===== config.mk =====
export PLATFORM = sky130hd
export DESIGN_NAME = keypad_scan_debounce_core
export DESIGN_NICKNAME = d
export VERILOG_FILES = /design/src/kpsd_pkg.sv /design/src/kpsd_in_reg.sv /design/src/kpsd_scan.sv /design/src/keypad_scan_debounce_core.sv
export SDC_FILE = /design/constraint.sdc
export NUM_CORES = 1
export LEC_CHECK = 0
export ABC_AREA = 1
export BUFFER_PORTS_ARGS = -buffer_cell sky130_fd_sc_hd__buf_2
export CELL_PAD_IN_SITES_DETAIL_PLACEMENT = 0
export CELL_PAD_IN_SITES_GLOBAL_PLACEMENT = 1
export CORE_ASPECT_RATIO = 0.8
export CORE_MARGIN = 2
export CORE_UTILIZATION = 40
export DETAILED_ROUTE_END_ITERATION = 10
export GPL_ROUTABILITY_DRIVEN = 0
export PLACE_DENSITY_LB_ADDON = 0.1
export SYNTH_ARGS = -nofsm -noshare
export SYNTH_HDL_FRONTEND = slang
export SYNTH_SLANG_ARGS = --single-unit

===== constraint.sdc =====
create_clock -name i_clk -period 3.6 [get_ports i_clk]
set_clock_uncertainty 0.05 [all_clocks]
set_input_delay 0.36 -clock i_clk [delete_from_list [all_inputs] [get_ports i_clk]]
set_output_delay 0.36 -clock i_clk [all_outputs]
set_load 0.01 [all_outputs]

===== src/kpsd_pkg.sv =====
// Shared constants, types and the key map for the keypad scan and debounce block.
// No dependencies; imported by every module under src.
package kpsd_pkg;

    localparam int NUM_COLS = 3;
    localparam int NUM_ROWS = 4;
    localparam int COL_W    = 2;
    localparam int ROW_W    = 4;
    localparam int HIT_W    = 2;
    localparam int CNT_W    = 8;
    localparam int CHAR_W   = 7;

    localparam logic [CNT_W-1:0] THRESH_RESET = 8'd20;
    localparam logic [COL_W-1:0] LAST_COL     = COL_W'(NUM_COLS - 1);

    typedef struct packed {
        logic             valid;
        logic [ROW_W-1:0] row_sense;
    } t_in_word;

    function automatic logic [CHAR_W-1:0] key_at(logic [COL_W-1:0] col,
                                                  logic [HIT_W-1:0] row);
        logic [CHAR_W-1:0] ch;
        ch = '0;
        case ({col, row})
            4'b00_00: ch = 7'h33;
            4'b00_01: ch = 7'h36;
            4'b00_10: ch = 7'h39;
            4'b00_11: ch = 7'h23;
            4'b01_00: ch = 7'h32;
            4'b01_01: ch = 7'h35;
            4'b01_10: ch = 7'h38;
            4'b01_11: ch = 7'h30;
            4'b10_00: ch = 7'h31;
            4'b10_01: ch = 7'h34;
            4'b10_10: ch = 7'h37;
            4'b10_11: ch = 7'h2A;
            default:  ch = '0;
        endcase
        return ch;
    endfunction

endpackage


===== src/kpsd_in_reg.sv =====
// Input register stage: captures one row sense word per accepted handshake.
// Depends on kpsd_pkg.
module kpsd_in_reg
    import kpsd_pkg::*;
(
    input  logic             i_clk,
    input  logic             i_rst_n,
    input  logic             i_valid,
    output logic             o_ready,
    input  logic [ROW_W-1:0] i_row_sense,
    input  logic             i_take,
    output t_in_word         o_word
);

    logic             r_valid;
    logic [ROW_W-1:0] r_row;

    assign o_ready          = !r_valid || i_take;
    assign o_word.valid     = r_valid;
    assign o_word.row_sense = r_row;

    always_ff @(posedge i_clk) begin
        if (!i_rst_n) begin
            r_valid <= 1'b0;
        end else if (o_ready) begin
            r_valid <= i_valid;
        end
    end

    always_ff @(posedge i_clk) begin
        if (i_valid && o_ready) begin
            r_row <= i_row_sense;
        end
    end

endmodule


===== src/kpsd_scan.sv =====
// Scan and debounce engine: per-column press counters, column pointer, threshold
// register and the result register. Depends on kpsd_pkg.
module kpsd_scan
    import kpsd_pkg::*;
(
    input  logic              i_clk,
    input  logic              i_rst_n,
    input  logic              i_cfg_we,
    input  logic [CNT_W-1:0]  i_cfg_data,
    input  t_in_word          i_word,
    output logic              o_take,
    output logic              o_valid,
    input  logic              i_ready,
    output logic              o_key_valid,
    output logic [CHAR_W-1:0] o_key_char,
    output logic [COL_W-1:0]  o_next_column
);

    logic [CNT_W-1:0]  r_thresh;
    logic [COL_W-1:0]  r_col;
    logic [CNT_W-1:0]  r_cnt [NUM_COLS];
    logic              r_out_valid;
    logic              r_key_valid;
    logic [CHAR_W-1:0] r_key_char;
    logic [COL_W-1:0]  r_next_col;

    logic              found;
    logic [HIT_W-1:0]  hit;
    logic [CNT_W-1:0]  n_cnt;
    logic [COL_W-1:0]  n_col;
    logic              n_key_valid;
    logic [CHAR_W-1:0] n_key_char;
    logic              out_free;

    assign out_free = !r_out_valid || i_ready;
    assign o_take   = i_word.valid && out_free;

    always_comb begin
        found = 1'b0;
        hit   = '0;
        for (int r = NUM_ROWS - 1; r >= 0; r--) begin
            if (i_word.row_sense[r]) begin
                found = 1'b1;
                hit   = HIT_W'(r);
            end
        end
    end

    assign n_cnt       = found ? r_cnt[r_col] + CNT_W'(1) : '0;
    assign n_key_valid = found && (n_cnt >= r_thresh);
    assign n_key_char  = n_key_valid ? key_at(r_col, hit) : '0;
    assign n_col       = (r_col == LAST_COL) ? '0 : r_col + COL_W'(1);

    always_ff @(posedge i_clk) begin
        if (!i_rst_n) begin
            r_thresh <= THRESH_RESET;
        end else if (i_cfg_we) begin
            r_thresh <= i_cfg_data;
        end
    end

    always_ff @(posedge i_clk) begin
        if (!i_rst_n) begin
            r_col <= '0;
            for (int c = 0; c < NUM_COLS; c++) begin
                r_cnt[c] <= '0;
            end
        end else if (o_take) begin
            r_col        <= n_col;
            r_cnt[r_col] <= n_cnt;
        end
    end

    always_ff @(posedge i_clk) begin
        if (!i_rst_n) begin
            r_out_valid <= 1'b0;
        end else if (out_free) begin
            r_out_valid <= i_word.valid;
        end
    end

    always_ff @(posedge i_clk) begin
        if (o_take) begin
            r_key_valid <= n_key_valid;
            r_key_char  <= n_key_char;
            r_next_col  <= n_col;
        end
    end

    assign o_valid       = r_out_valid;
    assign o_key_valid   = r_key_valid;
    assign o_key_char    = r_key_char;
    assign o_next_column = r_next_col;

endmodule


===== src/keypad_scan_debounce_core.sv =====
// Keypad scan and debounce core: 3-column by 4-row matrix, one word per column scan.
// An accepted word passes through the input register, then the result register, to result valid.
// Throughput: one word per cycle unless the output stalls; a counter update is a single step.
// Reset (synchronous, active low): column 0, all press counts 0, threshold 20, pipe empty.
// Depends on kpsd_pkg, kpsd_in_reg and kpsd_scan.
module keypad_scan_debounce_core
    import kpsd_pkg::*;
(
    input  logic              i_clk,
    input  logic              i_rst_n,
    input  logic              i_cfg_we,
    input  logic [CNT_W-1:0]  i_cfg_data,
    input  logic              i_valid,
    output logic              o_ready,
    input  logic [ROW_W-1:0]  i_row_sense,
    output logic              o_valid,
    input  logic              i_ready,
    output logic              o_key_valid,
    output logic [CHAR_W-1:0] o_key_char,
    output logic [COL_W-1:0]  o_next_column
);

    t_in_word in_word;
    logic     take;

    kpsd_in_reg u_in_reg (
        .i_clk       (i_clk),
        .i_rst_n     (i_rst_n),
        .i_valid     (i_valid),
        .o_ready     (o_ready),
        .i_row_sense (i_row_sense),
        .i_take      (take),
        .o_word      (in_word)
    );

    kpsd_scan u_scan (
        .i_clk         (i_clk),
        .i_rst_n       (i_rst_n),
        .i_cfg_we      (i_cfg_we),
        .i_cfg_data    (i_cfg_data),
        .i_word        (in_word),
        .o_take        (take),
        .o_valid       (o_valid),
        .i_ready       (i_ready),
        .o_key_valid   (o_key_valid),
        .o_key_char    (o_key_char),
        .o_next_column (o_next_column)
    );

    a_char_zero_when_idle: assert property (@(posedge i_clk) disable iff (!i_rst_n)
        (o_valid && !o_key_valid) |-> (o_key_char == '0))
        else $error("key_char nonzero without key_valid");

    a_char_nonzero_when_key: assert property (@(posedge i_clk) disable iff (!i_rst_n)
        (o_valid && o_key_valid) |-> (o_key_char != '0))
        else $error("reported key has zero code");

    a_column_range: assert property (@(posedge i_clk) disable iff (!i_rst_n)
        o_valid |-> (o_next_column <= LAST_COL))
        else $error("next_column out of range");

    a_stall_only_when_full: assert property (@(posedge i_clk) disable iff (!i_rst_n)
        !o_ready |-> (o_valid && !i_ready))
        else $error("input stalled while output side can drain");

endmodule


==> summary by stage <==
Yosys
The share of the Yosys chip area taken by registers is 55.0%. The synthesized netlist devotes under 10% of its cell area to compound gates. The cell count after synthesis is approximately 330. After synthesis, the cell types taking the most area are sky130_fd_sc_hd__edfxtp_1 46%, sky130_fd_sc_hd__dfxtp_1 9.4%, sky130_fd_sc_hd__inv_1 8.4%, sky130_fd_sc_hd__nand2_1 7.7%, sky130_fd_sc_hd__nor2_1 5.6%. The mean instance size in the synthesized netlist is 8.96 um2.

The synthesized net count is about 360. The xor and xnor area share after synthesis is 0%. Counting flops and latches in the post-synthesis netlist gives 59. The dominant combinational cell family by area after synthesis is simple AND/OR/NAND/NOR gates.

The post-synthesis share of cell area spent on and, or, nand and nor gates is ~22%. Multiplexer cells account for 0% of the synthesized area. During synthesis, Yosys emitted a total of 0 warnings. The synthesized netlist contains 28 unique library cells.

In this run the cell area of the synthesized design comes to 0.00297 mm2. Of all cell types, the one taking the most synthesized area is sky130_fd_sc_hd__edfxtp_1. The fraction of synthesized cell area taken by the top area cell type is between 40% and 50%. The synthesized netlist devotes 5.48% of its cell area to adder and majority cells.

Power and ir drop
In this run the power density over the cells is 469 mW/mm2. For this design the static power due to leakage is between 1.5 and 2 nW. IR analysis of the VDD net gives a maximum drop of 0.000203 V.

Die
In this run the count of I/O pins placed on the die edge is 29. The floorplan step defined a core boundary enclosing roughly 0.0073 mm2. The y dimension of the die is approximately 80 um. The effective utilization at floorplan is about two fifths. After floorplanning, the core was divided into 28 placement rows. From left edge to right edge, the die measures about 100 um. The area of the die is around 0.008 mm2.

Global route
The global-route usage over all layers is 16.3%. The number of global-route vias before repair was ~1900. The total global routing overflow is 0.

The first global-routing pass estimated between 9 and 10 mm of wire. Entering global routing, the biggest net connects 18 pins. The initial antenna violation count is 0.

Timing
The final period demand of the worst path is 3.13 ns. The final-report max-slew violation count is 0. The total count of hold-check failures in the final report is 0. The worst slew margin relative to its limit is between 50% and 60%.

Setup violations remaining at the end of the flow were counted as 0. Setup repair after global routing left no endpoint under its margin. The maximum clock rate is roughly 320 MHz. For the final routed database, the setup TNS stands at 0 ns. The actual slew at the worst max-slew pin is 0.647 ns. Hold timing on the final database bottoms out at a slack of between 0.1 and 0.15 ns. In the finished design, the share of the clock period the worst path needs comes to between 80 and 90%.

Worst setup path
The worst endpoint data arrival time is approximately 3.2 ns. Traced cell by cell, the critical path runs through inv_4 > nand2_1 > nand3_1 > nand2_2 > inv_1 > ha_1 > nand2_1 > nor2_4 > nand2_1 > nand2_1 > nand3_2 > inv_1 > ha_1 > nand2_1 > nor2_1 > a211oi_1 > a21oi_1 > inv_1 > nor2_1. The kind of cell adding the most delay to the critical path is simple AND/OR/NAND/NOR gates. The critical path's largest stage delay is approximately 0.53 ns.

The worst setup path is launched from a flip-flop. The required time of the critical path is 3.63 ns. The critical path depth in cells is 19. The critical path is of the reg -> reg type. The sort of element at the end of the critical path is a flip-flop. The cell count of the worst reg-to-reg path is 19. The largest fanout on the critical path is 17. The reg2reg setup slack is around 0.47 ns. The endpoint identified for the worst register-to-register timing path is u_scan.o_key_char[0]. The largest individual stage delay along the critical path comes from the cell sky130_fd_sc_hd__dfxtp_1. Together, buffers and inverters on the worst path number 4. In this design, the critical path's most frequently occurring cell is sky130_fd_sc_hd__nand2_1.

Routing
The average via count per standard cell is ~4.5. For this block, the initial DRC count from the detailed router was 91. The final route contains between 2000 and 2500 vias. The routed design has 5.96 mm of wire. After detailed routing, the number of remaining DRC violations is 0. The post-route antenna net violation count is 0.

The number of search-and-repair iterations in the first detailed-routing pass is 4. After detailed routing, the average wire length per cell comes to 13.0 um.

Worst hold path
The beginning of the worst hold path is i_row_sense[3]. The classification of the worst-slack hold path is in -> reg. Counting instances, the worst hold path has a depth of 1. The worst hold path terminates at u_in_reg.r_row[3].

Clock tree
The clock tree root driver cell is sky130_fd_sc_hd__clkbuf_8. The maximum clock insertion buffer count is 2. The quantity of hold-fixing buffers added after cts is 0. The clock drives between 50 and 60 sinks. The clock tree from TritonCTS is yes. In this run, post-CTS repair resized a total of 0 instances.

The level count of the clock H-tree is 3. The clock insertion delay at the later pin of the skew report is 0.34 ns. Clock-pin slew was measured on the worst setup and hold paths at around 0.06 ns.

In this run the post-CTS setup repair buffer count came out at 0. Buffers inserted during clock tree synthesis total 9.

Cells and area
The post-route netlist has between 10% and 20% of its cells at a drive strength greater than 1. The final core utilization is a little under half. The layout overhead on the synthesized area is 12.8%. The number of cells in the finished layout apart from fillers is between 400 and 500.

After the last flow step, the layout net total stands at between 300 and 400. The number of diodes added for antenna fixing is 0.

Run status
The flow ran to the end, and the final reports show no timing, DRC or antenna violations.

Placed design
The post-placement cell count is 443. Detailed placement ended at an HPWL of between 4 and 5 mm. The total of buffers placed on input and output ports is 27.

Run
The tool flagged a number of max-cap violations equal to 0.
## area by class of cell
cell class              count  area (um2)
clock buffers              13         159
multi-input cells         195        1010
inverters                  69         262
flip-flops and latches     59        1630
clock inverters             3        15.0
fillers                   732        3940
well taps                  90         113
repair buffers             30         158
## power breakdown
part           switching [mW]  leakage, nW  internal, mW
registers              0.0138        0.561         0.777
clock network           0.245       0.0932         0.284
logic                   0.170        0.919        0.0783
## flip-flops by register name, indices dropped and copies added, names as in the netlist, named ones only
signal                flops
u_in_reg.r_row            4
u_in_reg.r_valid          1
u_scan.o_key_char         6
u_scan.o_key_valid        1
u_scan.o_next_column      2
u_scan.o_valid            1
u_scan.r_cnt             32
u_scan.r_col              2
u_scan.r_thresh           8
## metrics by stage
| stage | power, mW | setup slack, ns | instance area (um2) |
|---|---|---|---|
| after floorplan | 0.983 | 0.988 | 2970 |
| after global placement | 1.05 | 0.548 | 3170 |
| after CTS | 1.59 | 0.470 | 3350 |
| after detailed placement | 1.06 | 0.474 | 3170 |
| final | 1.57 | 0.465 | 3350 |
| after global routing | 1.65 | 0.154 | 3350 |
## logic make-up after synthesis
| family | count (synthesis) |
|---|---|
| buffers and inverters | 77 |
| adders and majority gates | 13 |
| AOI/OAI and AO/OA | 37 |
| DFF | 59 |
| other | 1 |
| and+or+nand+nor | 144 |
## layer usage
metal  part of all wire [%]  wire, um  track usage (%)
met1                     55      3300             24.1
met2                     39      2330             22.7
met3                    3.7       221             4.82
met4                    1.7        99             5.75
met5                      0         0                0
## cells in the final DEF, fill, tap and decap left out
cell type and n:
sky130_fd_sc_hd__clkbuf_8 11, sky130_fd_sc_hd__o21ai_0 16, sky130_fd_sc_hd__a31oi_1 1, sky130_fd_sc_hd__conb_1 1, sky130_fd_sc_hd__nand3_2 5, sky130_fd_sc_hd__nand2_2 6, sky130_fd_sc_hd__nand2_4 1, sky130_fd_sc_hd__o21bai_1 2
sky130_fd_sc_hd__dfxtp_1 14, sky130_fd_sc_hd__buf_4 3, sky130_fd_sc_hd__nand3_1 22, sky130_fd_sc_hd__clkinv_2 3, sky130_fd_sc_hd__a21boi_0 1, sky130_fd_sc_hd__buf_2 27, sky130_fd_sc_hd__clkbuf_1 2, sky130_fd_sc_hd__edfxtp_1 45
sky130_fd_sc_hd__nor3_1 2, sky130_fd_sc_hd__o22ai_1 1, sky130_fd_sc_hd__inv_1 66, sky130_fd_sc_hd__nand2_1 61, sky130_fd_sc_hd__a21oi_1 14, sky130_fd_sc_hd__ha_1 13, sky130_fd_sc_hd__nor2_4 2, sky130_fd_sc_hd__nor2_2 1
sky130_fd_sc_hd__nor2_1 44, sky130_fd_sc_hd__inv_4 1, sky130_fd_sc_hd__inv_2 2, sky130_fd_sc_hd__o211ai_1 1, sky130_fd_sc_hd__a211oi_1 1
## worst register-to-register path: cells and delay by family, from the launching register on
| family | cells | cell delay (ns) |
|---|---|---|
| AND/OR/NAND/NOR | 11 | 0.96 |
| flip-flops | 1 | 0.53 |
| buffers and inverters | 4 | 0.51 |
| adder cells (fa/ha/maj) | 2 | 0.49 |
| AO/OA/AOI/OAI | 2 | 0.34 |
## Yosys cell counts
cell type and instances:
sky130_fd_sc_hd__inv_1 66, sky130_fd_sc_hd__nand2_1 61, sky130_fd_sc_hd__edfxtp_1 45, sky130_fd_sc_hd__nor2_1 44, sky130_fd_sc_hd__nand3_1 22, sky130_fd_sc_hd__o21ai_0 16
sky130_fd_sc_hd__a21oi_1 14, sky130_fd_sc_hd__dfxtp_1 14, sky130_fd_sc_hd__ha_1 13, sky130_fd_sc_hd__nand2_2 6, sky130_fd_sc_hd__nand3_2 5, sky130_fd_sc_hd__buf_6 4
sky130_fd_sc_hd__clkbuf_1 2, sky130_fd_sc_hd__inv_2 2, sky130_fd_sc_hd__nor2_4 2, sky130_fd_sc_hd__nor3_1 2, sky130_fd_sc_hd__o21bai_1 2, sky130_fd_sc_hd__a211oi_1 1
sky130_fd_sc_hd__a21boi_0 1, sky130_fd_sc_hd__a31oi_1 1, sky130_fd_sc_hd__buf_2 1, sky130_fd_sc_hd__buf_4 1, sky130_fd_sc_hd__conb_1 1, sky130_fd_sc_hd__inv_4 1
sky130_fd_sc_hd__nand2_4 1, sky130_fd_sc_hd__nor2_2 1, sky130_fd_sc_hd__o211ai_1 1, sky130_fd_sc_hd__o22ai_1 1
## worst max-delay path by stage
| stage | start | end |
|---|---|---|
| 2_1_floorplan | flip-flop | u_scan.o_key_char[1] |
| 3_3_place_gp | flip-flop | u_scan.o_key_char[3] |
| 3_5_place_dp | flip-flop | u_scan.o_key_char[5] |
| 4_1_cts | flip-flop | u_scan.o_key_char[5] |
| 5_1_grt | flip-flop | u_scan.o_key_char[5] |
| 6_report | flip-flop | u_scan.o_key_char[0] |
(Power assumes the default switching activity.)
